File: config.mk
export PLATFORM = sky130hd
export DESIGN_NAME = xbm_header_parser_core
export DESIGN_NICKNAME = d
export VERILOG_FILES = /design/src/xbm_hp_pkg.sv /design/src/xbm_hp_step.sv /design/src/xbm_header_parser_core.sv
export SDC_FILE = /design/constraint.sdc
export NUM_CORES = 1
export LEC_CHECK = 0
export ABC_AREA = 1
export BUFFER_PORTS_ARGS = -buffer_cell sky130_fd_sc_hd__buf_2
export CORE_AREA = 2 2 246 248
export CTS_CLUSTER_DIAMETER = 120
export DETAILED_ROUTE_END_ITERATION = 12
export DIE_AREA = 0 0 248 250
export PLACE_DENSITY = 0.48
export SLEW_MARGIN = 20
export SYNTH_ARGS = -nofsm -noshare
export SYNTH_HDL_FRONTEND = slang
export SYNTH_HIERARCHICAL = 1
export SYNTH_SLANG_ARGS = --single-unit
export TNS_END_PERCENT = 30
File: constraint.sdc
create_clock -name i_clk -period 13.27 [get_ports i_clk]
set_input_delay 1.327 -clock i_clk [delete_from_list [all_inputs] [get_ports i_clk]]
set_output_delay 1.327 -clock i_clk [all_outputs]
set_load 0.02 [all_outputs]
File: src/xbm_hp_pkg.sv
`default_nettype none
// ============================================================================
// xbm_hp_pkg
// Shared types and constants for the XBM header parser.
// ============================================================================
package xbm_hp_pkg;

    localparam int unsigned VAL_W   = 31;
    localparam int unsigned PHASE_W = 3;
    localparam int unsigned KPOS_W  = 3;
    localparam int unsigned LINES_W = 3;
    localparam int unsigned CNT_W   = 5;

    localparam logic [VAL_W-1:0] VAL_MAX   = 31'h7FFF_FFFF;
    localparam logic [CNT_W-1:0] MIN_BYTES = 5'd16;

    // parser state carried from word to word
    typedef struct packed {
        logic [PHASE_W-1:0] phase;
        logic [KPOS_W-1:0]  kw_pos;
        logic [LINES_W-1:0] lines_done;
        logic               failed;
        logic [VAL_W-1:0]   acc;
        logic [VAL_W-1:0]   val0;
        logic [VAL_W-1:0]   val1;
        logic [VAL_W-1:0]   val2;
        logic [CNT_W-1:0]   bytes_seen;
    } t_state;

    // result word; last member sits in the lowest bits
    typedef struct packed {
        logic [VAL_W-1:0] y_hot;
        logic [VAL_W-1:0] x_hot;
        logic             hot_ok;
        logic [VAL_W-1:0] height;
        logic [VAL_W-1:0] width;
        logic             size_ok;
    } t_result;

    // characters of the "#define" keyword by position
    function automatic logic [7:0] kw_char(input logic [KPOS_W-1:0] pos);
        logic [7:0] c;
        case (pos)
            3'd0:    c = 8'h23; // '#'
            3'd1:    c = 8'h64; // 'd'
            3'd2:    c = 8'h65; // 'e'
            3'd3:    c = 8'h66; // 'f'
            3'd4:    c = 8'h69; // 'i'
            3'd5:    c = 8'h6E; // 'n'
            3'd6:    c = 8'h65; // 'e'
            default: c = 8'h00;
        endcase
        return c;
    endfunction

endpackage
`default_nettype wire

File: src/xbm_hp_step.sv
`default_nettype none
// ============================================================================
// xbm_hp_step
// Next-state and result logic for one header byte.
// ============================================================================
module xbm_hp_step (
    input  wire xbm_hp_pkg::t_state  i_state,
    input  wire logic [7:0]          i_byte,
    input  wire logic                i_last,
    output xbm_hp_pkg::t_state       o_state,
    output xbm_hp_pkg::t_result      o_result
);
    import xbm_hp_pkg::*;

    localparam logic [PHASE_W-1:0] PH_KEYWORD = 3'd0;
    localparam logic [PHASE_W-1:0] PH_SPACE1  = 3'd1;
    localparam logic [PHASE_W-1:0] PH_NAME    = 3'd2;
    localparam logic [PHASE_W-1:0] PH_SPACE2  = 3'd3;
    localparam logic [PHASE_W-1:0] PH_DIGITS  = 3'd4;
    localparam logic [PHASE_W-1:0] PH_EOL     = 3'd5;

    localparam logic [KPOS_W-1:0]  KW_LAST    = 3'd6;

    logic             is_blank;
    logic             is_digit;
    logic             is_eol;
    logic [3:0]       digit;
    logic [VAL_W+3:0] acc_x10;
    logic [VAL_W-1:0] acc_next;
    t_state           s;
    logic             size_ok;
    logic             hot_ok;

    assign is_blank = (i_byte == 8'h20) || (i_byte == 8'h09);
    assign is_digit = (i_byte >= 8'h30) && (i_byte <= 8'h39);
    assign is_eol   = (i_byte == 8'h0A) || (i_byte == 8'h0D);
    assign digit    = 4'(i_byte - 8'h30);

    // acc*10 + digit, saturating
    assign acc_x10  = ({4'b0, i_state.acc} << 3) + ({4'b0, i_state.acc} << 1)
                    + {31'b0, digit};
    assign acc_next = (acc_x10 > {4'b0, VAL_MAX}) ? VAL_MAX : acc_x10[VAL_W-1:0];

    always_comb begin
        logic             kw_run;
        logic [KPOS_W-1:0] kw_pos;
        s      = i_state;
        kw_run = 1'b0;
        kw_pos = i_state.kw_pos;

        if (i_state.bytes_seen < MIN_BYTES) begin
            s.bytes_seen = i_state.bytes_seen + 1'b1;
        end

        if (!i_state.failed && i_state.lines_done < 3'd4) begin
            unique case (i_state.phase)
                PH_KEYWORD: begin
                    kw_run = 1'b1;
                end
                PH_SPACE1: begin
                    if (!is_blank) s.phase = PH_NAME;
                end
                PH_NAME: begin
                    if (is_blank) s.phase = PH_SPACE2;
                end
                PH_SPACE2: begin
                    if (is_digit) begin
                        s.acc   = {27'b0, digit};
                        s.phase = PH_DIGITS;
                    end else if (!is_blank) begin
                        s.failed = 1'b1;
                    end
                end
                PH_DIGITS: begin
                    if (is_digit) begin
                        s.acc = acc_next;
                    end else begin
                        case (i_state.lines_done)
                            3'd0:    s.val0 = i_state.acc;
                            3'd1:    s.val1 = i_state.acc;
                            3'd2:    s.val2 = i_state.acc;
                            default: ;
                        endcase
                        s.lines_done = i_state.lines_done + 1'b1;
                        if (i_state.lines_done != 3'd3) begin
                            if (is_eol) begin
                                s.phase = PH_EOL;
                            end else begin
                                kw_run = 1'b1;
                                kw_pos = '0;
                            end
                        end
                    end
                end
                PH_EOL: begin
                    if (!is_eol) begin
                        kw_run = 1'b1;
                        kw_pos = '0;
                    end
                end
                default: begin
                    s.failed = 1'b1;
                end
            endcase
        end

        // keyword match, shared by the keyword phase and line starts
        if (kw_run) begin
            s.phase = PH_KEYWORD;
            if (kw_pos == 3'd7 || i_byte != kw_char(kw_pos)) begin
                s.failed = 1'b1;
                s.kw_pos = kw_pos;
            end else if (kw_pos == KW_LAST) begin
                s.phase  = PH_SPACE1;
                s.kw_pos = '0;
            end else begin
                s.kw_pos = kw_pos + 1'b1;
            end
        end

        size_ok = (s.lines_done >= 3'd2) && (s.bytes_seen >= MIN_BYTES);
        hot_ok  = size_ok && (s.lines_done >= 3'd4);

        o_result.size_ok = size_ok;
        o_result.width   = size_ok ? s.val0 : '0;
        o_result.height  = size_ok ? s.val1 : '0;
        o_result.hot_ok  = hot_ok;
        o_result.x_hot   = hot_ok ? s.val2 : '0;
        o_result.y_hot   = hot_ok ? s.acc  : '0;

        // final byte closes the header: back to reset state
        if (i_last) begin
            o_state            = '0;
            o_state.phase      = PH_KEYWORD;
        end else begin
            o_state = s;
        end
    end

endmodule
`default_nettype wire

File: src/xbm_header_parser_core.sv
`default_nettype none
// ============================================================================
// xbm_header_parser_core
// Streaming XBM header parser: bytes in, one size/hot-spot word per header.
// ============================================================================
// Takes one header byte per word on the slave side, tlast on the final byte,
// and accepts a byte every cycle. Up to four "#define <name> <digits>" lines
// are parsed; values saturate at 2^31-1. For each header one result word
// leaves on the master side, registered after its final byte is taken. A
// two-entry output buffer (result register plus skid) keeps the input
// running while a result waits; the input stalls only when both entries
// are full. Width/height are zero unless the first two lines parsed and
// at least 16 bytes came; the hot spot is zero unless all four parsed.
module xbm_header_parser_core (
    input  wire logic         i_clk,
    input  wire logic         i_rst_n,
    // slave side
    input  wire logic         i_s_tvalid,
    output logic              o_s_tready,
    input  wire logic [7:0]   i_s_tdata,   // [7:0] byte_in
    input  wire logic         i_s_tlast,   // last_byte
    // master side
    output logic              o_m_tvalid,
    input  wire logic         i_m_tready,
    output logic [127:0]      o_m_tdata    // [0] size_ok, [31:1] width,
                                           // [62:32] height, [63] hot_ok,
                                           // [94:64] x_hot, [125:95] y_hot
);
    import xbm_hp_pkg::*;

    t_state  r_state;
    t_state  n_state;
    t_result step_result;

    t_result r_main;
    logic    r_main_valid;
    t_result r_skid;
    logic    r_skid_valid;

    logic    s_accept;
    logic    push;
    logic    take;

    // parse logic for the current byte
    xbm_hp_step u_step (
        .i_state  (r_state),
        .i_byte   (i_s_tdata),
        .i_last   (i_s_tlast),
        .o_state  (n_state),
        .o_result (step_result)
    );

    assign o_s_tready = !r_skid_valid;
    assign s_accept   = i_s_tvalid && o_s_tready;
    assign push       = s_accept && i_s_tlast;
    assign take       = r_main_valid && i_m_tready;

    // parser state
    always_ff @(posedge i_clk) begin
        if (!i_rst_n) begin
            r_state <= '0;
        end else if (s_accept) begin
            r_state <= n_state;
        end
    end

    // output buffer: main register plus skid entry
    always_ff @(posedge i_clk) begin
        if (!i_rst_n) begin
            r_main_valid <= 1'b0;
            r_skid_valid <= 1'b0;
        end else begin
            if (!r_main_valid || take) begin
                if (r_skid_valid) begin
                    r_main_valid <= 1'b1;
                    r_skid_valid <= push;
                end else begin
                    r_main_valid <= push;
                end
            end else if (push) begin
                r_skid_valid <= 1'b1;
            end
        end
    end

    always_ff @(posedge i_clk) begin
        if (!r_main_valid || take) begin
            if (r_skid_valid) begin
                r_main <= r_skid;
                if (push) r_skid <= step_result;
            end else if (push) begin
                r_main <= step_result;
            end
        end else if (push) begin
            r_skid <= step_result;
        end
    end

    assign o_m_tvalid = r_main_valid;
    assign o_m_tdata  = {2'b00, r_main};

endmodule
`default_nettype wire
==> flow_metrics.py, run 1 <==
metrics = {
    "grt": {
        "grt_pass1_vias": 16800,
        "grt_first_pass_wirelength_um": 97700,
        "antenna_found_initial": 1,
        "gr-total-overflow": 0,
        "grt_max_degree": 88,
        "track_usage_pct": 20.3,
    },
    "sta": {
        "hold_viol": 0,
        "fin_worst_skew_ps": 32.8,
        "setup_tns_ps": 0,
        "setup_violations": 0,
        "max_slew_margin_pct": 24.6,
        "final.period_utilization_pct": 32.8,
        "max_freq_ghz": 0.230,
        "tightest_slew_ps": 1130,
        "rsz0062_at_grt": "no",
        "min_period_ps": 4350,
        "timing.final.max_slew_violations": 0,
    },
    "clock_tree": {
        "cts_buffer_depth": 3,
        "cts_resized": 0,
        "cts_tree": "built",
        "cts_setup_buffers": 0,
        "clock-sinks": 393,
        "root_buffer": "clkbuf_16",
        "numCtsBuffers": 46,
        "ctsHoldBuffers": 0,
        "clk_pin_slew_ps": 60,
        "htreeDepth": 2,
        "worstSkewPairLatency_ps": 600,
    },
    "synthesis": {
        "synth_warnings": 6,
        "synth-async-reset-ratio_pct": 0,
        "netlist.area_leader.share_pct": 35.6,
        "synth-edff-count": 252,
        "yosysTopAreaCell": "edfxtp_1",
        "synthFlopType": "edfxtp_1",
        "synth-seq-area-share_pct": 48.9,
        "synth.area.top_cells": "edfxtp_1 (36%), dfxtp_1 (13%), nand2_1 (12%)",
        "synth_area_um2": 21300,
        "ys_ff_latch": 393,
        "ys_types": 49,
        "synthCells": 2575,
        "avgSynthCellArea_um2": 8.26,
    },
    "finish": {
        "nets": 2729,
        "layout-drive-gt1-share_pct": 12.3,
        "syn_to_final_growth_pct": 13.0,
        "layout_common_cells": "nand2_1 (703), nor2_1 (613), edfxtp_1 (252)",
        "final_common_cell": "nand2_1",
        "final_area_um2": 24000,
        "n_antenna_cell": 0,
    },
    "setup_path": {
        "crit_top_cell": "nand2_1",
        "r2r_slack_ps": 9090,
        "end_kind": "register",
        "crit_buf_inv": 3,
        "crit_family": "simple AND/OR/NAND/NOR gates",
        "crit_arrival_ps": 4820,
        "worstPathCellList": "buf_2, inv_2, fa_1, inv_1, ha_1, nand2_1, o21ai_2, a21oi_2, o21ai_2, nand2_2, nand3_2, nand2_2, nor2_4, nand2_4, nor2_8, nand2_1, nand2_1, a21oi_1, nand3b_1, nand2_1, nor2_1",
        "cp-start-kind": "primary input",
        "max_stage_delay_ps": 520,
        "criticalPathCategory": "in -> reg",
        "slowest_stage": "fa_1",
        "cp_max_fo": 27,
        "worstPathRequired_ps": 13740,
    },
    "routing": {
        "first_iter_violations": 1316,
        "vias": 17400,
        "final_antenna_net_count": 0,
        "dr.pass1.iters": 5,
        "drc": 0,
        "avgRoutedWirePerCell_um": 18.4,
        "drt-total-wl_um": 63700,
        "vias_per_cell": 5.01,
    },
    "power": {
        "power.density_nw_per_um2": 126,
        "power.switching_uw": 800,
        "p_clk_share_pct": 43.8,
        "pwr-share-comb_pct": 10.4,
        "peakVddDrop_uv": 80.4,
        "power_frac_seq_pct": 45.8,
        "finalPower_uw": 3020,
        "p_int_uw": 2210,
        "p_leak_uw": 0.0109,
        "switching_share_pct": 26.5,
    },
    "floorplanning": {
        "start_util_pct": 35.7,
        "die_h_um": 250,
        "die_x_um": 248,
        "rows": 90,
        "core_area_um2": 59600,
        "die_area_um2": 62000,
        "num_io_pins": 143,
    },
    "min_path": {
        "hp-class": "reg -> reg",
    },
    "placement": {
        "dpl_cell_area_um2": 22400,
        "place_hpwl_um": 39000,
        "gp_congestion": 0.878,
        "portBuffers": 140,
    },
    "run_status": {
        "status": "finished, final reports clean",
    },
    "job": {
        "drv_cap": 0,
    },
}
-- cell type report --
cell class                 instances  area (um2)
fill                            6040       35500
sequential                       393       10400
multi-input combinational       1959        9880
clock buffer                      55        1210
tap                              782         978
timing repair buffer             161         890
clock inverter                    31         347
inverter                          84         323
-- flip-flops by register name, indices dropped and copies added, names as in the netlist --
signal	cells
o_m_tdata	126
o_m_tvalid	1
r_skid	126
r_skid_valid	1
r_state	139
-- worst min-delay path, delay by kind of cell (launching register included) --
family,cells,cell delay [ps]
DFF,1,320
and+or+nand+nor,2,130
-- kinds of logic after synthesis --
| kind of cell | Yosys count | share of synthesized area [%] |
|---|---|---|
| simple gates | 1594 | 32.4 |
| flops | 393 | 48.9 |
| buf+inv | 224 | 4.75 |
| compound gates | 187 | 4.86 |
| mux | 81 | 3.81 |
| fa+ha+maj | 71 | 4.25 |
| xor+xnor | 24 | 0.989 |
| other cells | 1 | 0.0176 |
-- routing by layer --
metal / track usage [%] / vias to the layer above / wire length [um] / part of all wire, %
met4: 7.44 / 0 / 2310 / 3.6
li1: - / 8562 / - / -
met5: 0 / - / 0 / 0
met2: 32.4 / 411 / 28800 / 45
met3: 2.95 / 108 / 3110 / 4.9
met1: 27.7 / 8284 / 29500 / 46
-- stage by stage --
| step | util (%) | hold slack (ps) | worst slack [ps] | cells |
|---|---|---|---|---|
| 3_3_place_gp | 37.6 | 462 | 8290 | 3378 |
| 3_5_place_dp | 37.6 | 471 | 8230 | 3378 |
| 4_1_cts | 40.3 | 484 | 8880 | 3464 |
| 2_1_floorplan | - | 455 | 5540 | 2576 |
| 6_report | 40.3 | 481 | 8920 | 3465 |
| 5_1_grt | 40.3 | 498 | 8670 | 3465 |
-- cell usage after synthesis, types with 7 or more instances --
library cell	number
a21oi_1	130
buf_1	7
buf_2	82
buf_4	9
clkbuf_1	40
dfxtp_1	141
edfxtp_1	252
ha_1	69
inv_1	74
inv_2	9
mux2i_1	81
nand2_1	703
nand2_2	55
nand3_1	34
nand3b_1	142
nand4_1	10
nor2_1	614
nor3_1	12
o21ai_0	24
xnor2_1	16
xor2_1	8
-- path summary, 6_finish.rpt --
kind	from	cells after the start	end
setup / recovery	i_s_tdata[3]	21	r_state[104]$_SDFFE_PN0P_
hold / removal	r_state[93]$_SDFFE_PN0P_	2	r_state[93]$_SDFFE_PN0P_
setup reg to reg	r_state[108]$_SDFFE_PN0P_	19	r_state[104]$_SDFFE_PN0P_
hold reg to reg	r_state[93]$_SDFFE_PN0P_	2	r_state[93]$_SDFFE_PN0P_
-- power groups by stage --
| stage | clock network (uW) | registers, uW | logic, uW |
|---|---|---|---|
| 2_1_floorplan | 0 | 1410 | 218 |
| 3_3_place_gp | 0 | 1410 | 311 |
| 3_5_place_dp | 0 | 1410 | 313 |
| 4_1_cts | 1360 | 1380 | 314 |
| 5_1_grt | 1400 | 1390 | 352 |
| 6_report | 1320 | 1380 | 314 |
(Power assumes the default switching activity.)
==> run 2, diff against run 1 <==
--- a/config.mk
+++ b/config.mk
@@ -11,7 +11,7 @@
 export CTS_CLUSTER_DIAMETER = 120
 export DETAILED_ROUTE_END_ITERATION = 12
 export DIE_AREA = 0 0 248 250
-export PLACE_DENSITY = 0.48
+export PLACE_DENSITY = 0.5
 export SLEW_MARGIN = 20
 export SYNTH_ARGS = -nofsm -noshare
 export SYNTH_HDL_FRONTEND = slang
==> constraint.sdc (replaced) <==
create_clock -name i_clk -period 3.8 [get_ports i_clk]
set_input_delay 0.38 -clock i_clk [delete_from_list [all_inputs] [get_ports i_clk]]
set_output_delay 0.38 -clock i_clk [all_outputs]
set_load 0.02 [all_outputs]
==> run 2 against run 1 <==
Sequential share of layout area shrank 0.79 points. Hold slack got worse by 380 ps. Wire length shrank 3.7%. Total power grew to 3.5 times the previous value. Register-to-register slack got worse by 8700 ps. Sequential cell count did not move.
==> flow_metrics.py, run 2 (synthesis gave the netlist of run 1 again) <==
metrics = {
    "run_status": {
        "status": "finished, final reports clean",
    },
    "setup_path": {
        "crit_arrival_ps": 3870,
        "end_kind": "register",
        "cp-start-kind": "register",
        "critPathCapture": "r_state[108]$_SDFFE_PN0P_",
        "slowest_stage": "dfxtp_1",
        "worstPathCellList": "ha_1, ha_1, nand2_1, nor2_1, inv_1, nor3_1, nand2_2, nand3_2, nand2_2, nor2_4, nand2_4, nor2_8, buf_12, nand2_1, nand2_1, a21oi_1, nand3b_1, nand2_1, nor2_1",
        "criticalPathCategory": "reg -> reg",
        "r2r_cells": 19,
        "crit_buf_inv": 2,
        "cp_max_fo": 14,
        "crit_family": "simple AND/OR/NAND/NOR gates",
        "r2r_start": "r_state[116]$_SDFFE_PN0P_",
        "cp.depth": 19,
        "crit_start": "r_state[116]$_SDFFE_PN0P_",
        "max_stage_delay_ps": 530,
        "r2r-end": "r_state[108]$_SDFFE_PN0P_",
        "r2r_slack_ps": 400,
        "crit_top_cell": "nand2_1",
        "worstPathRequired_ps": 4270,
    },
    "clock_tree": {
        "cts_tree": "built",
        "clk_pin_slew_ps": 60,
        "clock-sinks": 393,
        "htreeDepth": 2,
        "root_buffer": "clkbuf_16",
        "cts_setup_buffers": 0,
        "worstSkewPairLatency_ps": 590,
        "cts_resized": 0,
        "ctsHoldBuffers": 0,
        "numCtsBuffers": 46,
        "cts_buffer_depth": 3,
    },
    "power": {
        "switching_share_pct": 25.6,
        "p_int_uw": 7750,
        "peakVddDrop_uv": 306,
        "finalPower_uw": 10400,
        "power_frac_seq_pct": 45.7,
        "pwr-share-comb_pct": 11.3,
        "power.density_nw_per_um2": 426,
        "p_clk_share_pct": 43.0,
        "p_leak_uw": 0.0111,
        "power.switching_uw": 2670,
    },
    "finish": {
        "syn_to_final_growth_pct": 15.1,
        "largest_reg_flops": 139,
        "layout-drive-gt1-share_pct": 13.7,
        "fin_cells": 3513,
        "final_common_cell": "nand2_1",
        "nets": 2778,
        "layout_common_cells": "nand2_1 (703), nor2_1 (613), edfxtp_1 (252)",
        "n_antenna_cell": 0,
        "fillers": 6045,
        "largest_register": "r_state",
    },
    "floorplanning": {
        "rows": 90,
        "die_h_um": 250,
        "die_area_um2": 62000,
        "start_util_pct": 35.7,
        "core_area_um2": 59600,
        "num_io_pins": 143,
        "die_x_um": 248,
    },
    "sta": {
        "max_freq_ghz": 0.294,
        "fin_worst_skew_ps": 41.9,
        "max_slew_margin_pct": 24.3,
        "timing.final.max_slew_violations": 0,
        "rsz0062_at_grt": "no",
        "tightest_slew_ps": 1140,
        "final.period_utilization_pct": 89.5,
        "min_period_ps": 3400,
        "hold_viol": 0,
        "setup_tns_ps": 0,
        "setup_violations": 0,
        "hold_slack_ps": 106,
    },
    "routing": {
        "dr.pass1.iters": 7,
        "first_iter_violations": 1086,
        "final_antenna_net_count": 0,
        "vias": 17400,
        "drc": 0,
        "drt-total-wl_um": 61300,
        "avgRoutedWirePerCell_um": 17.5,
        "vias_per_cell": 4.96,
    },
    "job": {
        "drv_cap": 0,
    },
    "placement": {
        "portBuffers": 140,
        "gp_congestion": 0.872,
        "placed_cells": 3428,
        "place_hpwl_um": 39700,
    },
    "min_path": {
        "min_from": "i_m_tready",
        "hp-class": "in -> reg",
    },
    "grt": {
        "grt_pass1_vias": 16900,
        "gr-total-overflow": 0,
        "track_usage_pct": 19.6,
        "grt_max_degree": 140,
        "antenna_found_initial": 0,
        "grt_first_pass_wirelength_um": 96100,
    },
}
==> run 2: cell types whose count changed in the layout (fill, tap and decap cells not counted), sizes merged <==
| cell | delta |
|---|---|
| bufinv | -1 |
| clkbuf | +6 |
| clkinv | -5 |
| buf | +49 |
| clkinvlp | -1 |
==> run 2: final cells by class <==
cell class              count  area (um2)  area share [%]
multi-input cells        1959        9870            40.3
clock buffers              61        1270            5.18
repair buffers            210        1360            5.55
inverters                  84         323            1.32
well taps                 782         978            4.00
clock inverters            24         278            1.14
flip-flops and latches    393       10400            42.5
==> run 2: worst reg2reg max path: stages, from the launching register on <==
cell      delay, ps
dfxtp_1         530
ha_1            300
ha_1            360
nand2_1         120
nor2_1          200
inv_1            90
nor3_1          350
nand2_2         110
nand3_2          90
nand2_2          60
nor2_4          170
nand2_4          90
nor2_8          120
buf_12          160
nand2_1          70
nand2_1          80
a21oi_1          60
nand3b_1        180
nand2_1         110
nor2_1           50
==> run 2: how the worst min path moves through the flow <==
stage,to,slack (ps),cells past startpoint
6_report,r_skid_valid$_SDFFE_PN0P_,110,4
5_1_grt,r_skid_valid$_SDFFE_PN0P_,120,4
4_1_cts,r_skid_valid$_SDFFE_PN0P_,70,4
3_5_place_dp,r_state[12]$_SDFFE_PN0P_,470,2
3_3_place_gp,r_state[85]$_SDFFE_PN0P_,460,2
2_1_floorplan,r_state[10]$_SDFFE_PN0P_,450,2
==> run 2: routing by layer <==
| layer | GRT usage (%) | vias to the layer above | wire length (um) |
|---|---|---|---|
| met2 | 31.7 | 402 | 28400 |
| met4 | 5.53 | 0 | 1400 |
| met3 | 2.87 | 76 | 2700 |
| li1 | - | 8666 | - |
| met1 | 27.1 | 8286 | 28800 |
| met5 | 0 | - | 0 |
==> run 2: per-stage QoR <==
step	area [um2]	util [%]	setup WS [ps]
6_report	24500	41.1	400
5_1_grt	24500	41.1	74.3
4_1_cts	24500	41.1	395
3_5_place_dp	22900	38.5	324
3_3_place_gp	22900	38.5	371
2_1_floorplan	21300	-	-514
==> run 2: power by group through the flow <==
stage | registers [uW] | logic [uW] | clock network [uW]
global placement | 4850 | 1160 | 0
global route | 4780 | 1310 | 4770
floorplan | 4900 | 762 | 0
finish | 4770 | 1170 | 4490
detailed placement | 4860 | 1180 | 0
CTS | 4770 | 1180 | 4620
==> run 3, diff against run 2 <==
--- a/config.mk
+++ b/config.mk
@@ -5,12 +5,12 @@
 export SDC_FILE = /design/constraint.sdc
 export NUM_CORES = 1
 export LEC_CHECK = 0
-export ABC_AREA = 1
+export ABC_AREA = 0
 export BUFFER_PORTS_ARGS = -buffer_cell sky130_fd_sc_hd__buf_2
-export CORE_AREA = 2 2 246 248
+export CORE_AREA = 2 2 240 242
 export CTS_CLUSTER_DIAMETER = 120
 export DETAILED_ROUTE_END_ITERATION = 12
-export DIE_AREA = 0 0 248 250
+export DIE_AREA = 0 0 242 244
 export PLACE_DENSITY = 0.5
 export SLEW_MARGIN = 20
 export SYNTH_ARGS = -nofsm -noshare
==> run 3 against run 2 <==
Total power down 12%. Cell area down 2.0%. Critical path depth down 4. Sequential cell count unchanged. Critical path type unchanged. Largest cell class unchanged. Largest power group unchanged.
==> flow_metrics.py, run 3 <==
metrics = {
    "run_status": {
        "status": "finished, final reports clean",
    },
    "finish": {
        "largest_register": "r_state",
        "n_antenna_cell": 0,
        "multi_input_comb_area_um2": 9170,
        "syn_to_final_growth_pct": 19.2,
        "layout_common_cells": "nand2_1 (320), nor2_1 (255), edfxtp_1 (252)",
        "register_area_um2": 10400,
        "fillers": 5475,
        "layout-drive-gt1-share_pct": 24.7,
        "final_common_cell": "nand2_1",
        "nets": 2212,
        "largest_reg_flops": 139,
    },
    "synthesis": {
        "synthMostInstantiatedCell": "nand2_1",
        "synth_area_um2": 20100,
        "synth.area.top_cells": "edfxtp_1 (38%), dfxtp_1 (14%), mux2_2 (7.1%)",
        "ys_types": 81,
        "ys_ff_latch": 393,
        "yosysTopAreaCell": "edfxtp_1",
        "synth_warnings": 6,
        "synth-edff-count": 252,
        "synthCells": 1928,
        "synthFlopType": "edfxtp_1",
        "synth-seq-area-share_pct": 51.6,
        "avgSynthCellArea_um2": 10.4,
        "netlist.area_leader.share_pct": 37.6,
        "synth-async-reset-ratio_pct": 0,
        "netlist_top_cells_count": "nand2_1 (323), nor2_1 (256), edfxtp_1 (252), dfxtp_1 (141), mux2_2 (127)",
    },
    "setup_path": {
        "max_stage_delay_ps": 590,
        "crit_top_cell": "inv_2",
        "crit_buf_inv": 3,
        "crit_arrival_ps": 4110,
        "crit_family": "compound AO/OA/AOI/OAI gates",
        "worstPathRequired_ps": 4120,
        "end_kind": "register",
        "cp_max_fo": 7,
        "cp-start-kind": "register",
        "worstPathCellList": "inv_2, fa_1, inv_2, ha_4, a21o_1, and4_4, o211a_4, o31ai_4, or3b_4, a21oi_2, buf_4, o221ai_4, a211oi_1, nor3_1, mux2_2",
        "criticalPathCategory": "reg -> reg",
        "slowest_stage": "fa_1",
    },
    "placement": {
        "place_hpwl_um": 36200,
        "gp_congestion": 0.859,
        "portBuffers": 140,
    },
    "clock_tree": {
        "worstSkewPairLatency_ps": 570,
        "ctsHoldBuffers": 0,
        "numCtsBuffers": 44,
        "clk_pin_slew_ps": 60,
        "cts_tree": "built",
        "cts_buffer_depth": 3,
        "root_buffer": "clkbuf_16",
        "htreeDepth": 2,
        "clock-sinks": 393,
    },
    "sta": {
        "min_period_ps": 3790,
        "setup_tns_ps": 0,
        "max_slew_margin_pct": 29.1,
        "tightest_slew_ps": 1060,
        "hold_slack_ps": 203,
        "max_freq_ghz": 0.264,
        "hold_viol": 0,
        "fin_worst_skew_ps": 12.9,
        "final.period_utilization_pct": 99.8,
        "rsz0062_at_grt": "yes",
        "timing.final.max_slew_violations": 0,
        "setup_violations": 0,
    },
    "routing": {
        "drc": 0,
        "vias": 14900,
        "final_antenna_net_count": 0,
        "first_iter_violations": 942,
        "drt-total-wl_um": 54400,
        "avgRoutedWirePerCell_um": 18.6,
        "dr.pass1.iters": 5,
        "vias_per_cell": 5.10,
    },
    "power": {
        "p_clk_share_pct": 46.0,
        "switching_share_pct": 22.5,
        "power_frac_seq_pct": 49.9,
        "p_int_uw": 7140,
        "p_leak_uw": 0.00943,
        "power.switching_uw": 2070,
        "pwr-share-comb_pct": 4.0,
        "power.density_nw_per_um2": 384,
        "peakVddDrop_uv": 329,
    },
    "floorplanning": {
        "die_h_um": 244,
        "core_area_um2": 56200,
        "rows": 87,
        "start_util_pct": 35.8,
        "num_io_pins": 143,
        "die_x_um": 242,
        "die_area_um2": 59000,
    },
    "grt": {
        "antenna_found_initial": 0,
        "track_usage_pct": 18.1,
        "grt_first_pass_wirelength_um": 84800,
        "grt_max_degree": 74,
        "grt_pass1_vias": 14600,
        "gr-total-overflow": 0,
    },
    "job": {
        "drv_cap": 0,
    },
    "min_path": {
        "hp-class": "in -> reg",
    },
}
run 3: final timing paths:
kind                                                 from                        end  slack, ps  cells after the start
worst max-delay path            r_state[100]$_SDFFE_PN0P_   o_m_tdata[110]$_DFFE_PP_          9                     15
worst min-delay path                           i_m_tready  r_skid_valid$_SDFFE_PN0P_        200                      3
worst max register to register  r_state[100]$_SDFFE_PN0P_   o_m_tdata[110]$_DFFE_PP_          9                     15
worst min register to register   r_state[42]$_SDFFE_PN0P_   r_state[42]$_SDFFE_PN0P_        450                      2
run 3: final cells by class:
cell class                 instances  share of cell area, %
multi-input combinational       1374                   38.2
timing repair buffer             277                   7.92
tap                              756                   3.94
clock buffer                      58                   5.03
clock inverter                    24                  0.913
inverter                          38                  0.595
sequential                       393                   43.4
run 3: cells by family (layout without fill, tap and decap cells):
kind of cell               Yosys count  after routing  share of synthesized area, %
and+or+nand+nor                    674            674                          14.0
xor gates and xnor gates            35             35                          1.52
AOI/OAI and AO/OA                  371            371                          12.9
DFF                                393            393                          51.6
muxes                              221            221                          11.8
other                                1              2                        0.0186
adders and majority gates           71             71                          4.49
buffers and inverters              162            397                          3.69
run 3: through the flow:
step | setup slack [ps] | utilization, % | power (uW) | area, um2 | std cells
2_1_floorplan | -241 | - | 4920 | 20200 | 1929
3_3_place_gp | -257 | 39.8 | 5060 | 22300 | 2833
3_5_place_dp | -340 | 39.8 | 5060 | 22300 | 2833
4_1_cts | -25.8 | 42.4 | 9350 | 23800 | 2917
5_1_grt | -110 | 42.7 | 9530 | 24000 | 2920
6_report | 8.88 | 42.7 | 9210 | 24000 | 2920
run 3: timing repair:
item,4_1_cts,5_1_grt
setup endpoints to repair,31,42
resized for setup,13,39
pin swaps,2,19
buffers inserted,2,2
gates cloned,0,1
run 3: metal layers:
layer  vias up  track usage (%)  routed length (um)
met5         -                0                   0
met4         0             5.39                1420
met3        69             2.84                1860
met2       260             30.8               26100
met1      7339             23.8               25100
li1       7214                -                   -
run 3: tightest hold or removal path: cells and delay by family:
kind                   cells  cell delay [ps]
buffers and inverters      1               70
AND/OR/NAND/NOR            2              260
run 3: power groups by stage:
stage          logic, uW  registers [uW]  clock network [uW]
2_1_floorplan        177            4750                   0
3_3_place_gp         370            4690                   0
3_5_place_dp         371            4690                   0
4_1_cts              374            4600                4380
5_1_grt              399            4600                4530
6_report             369            4600                4240
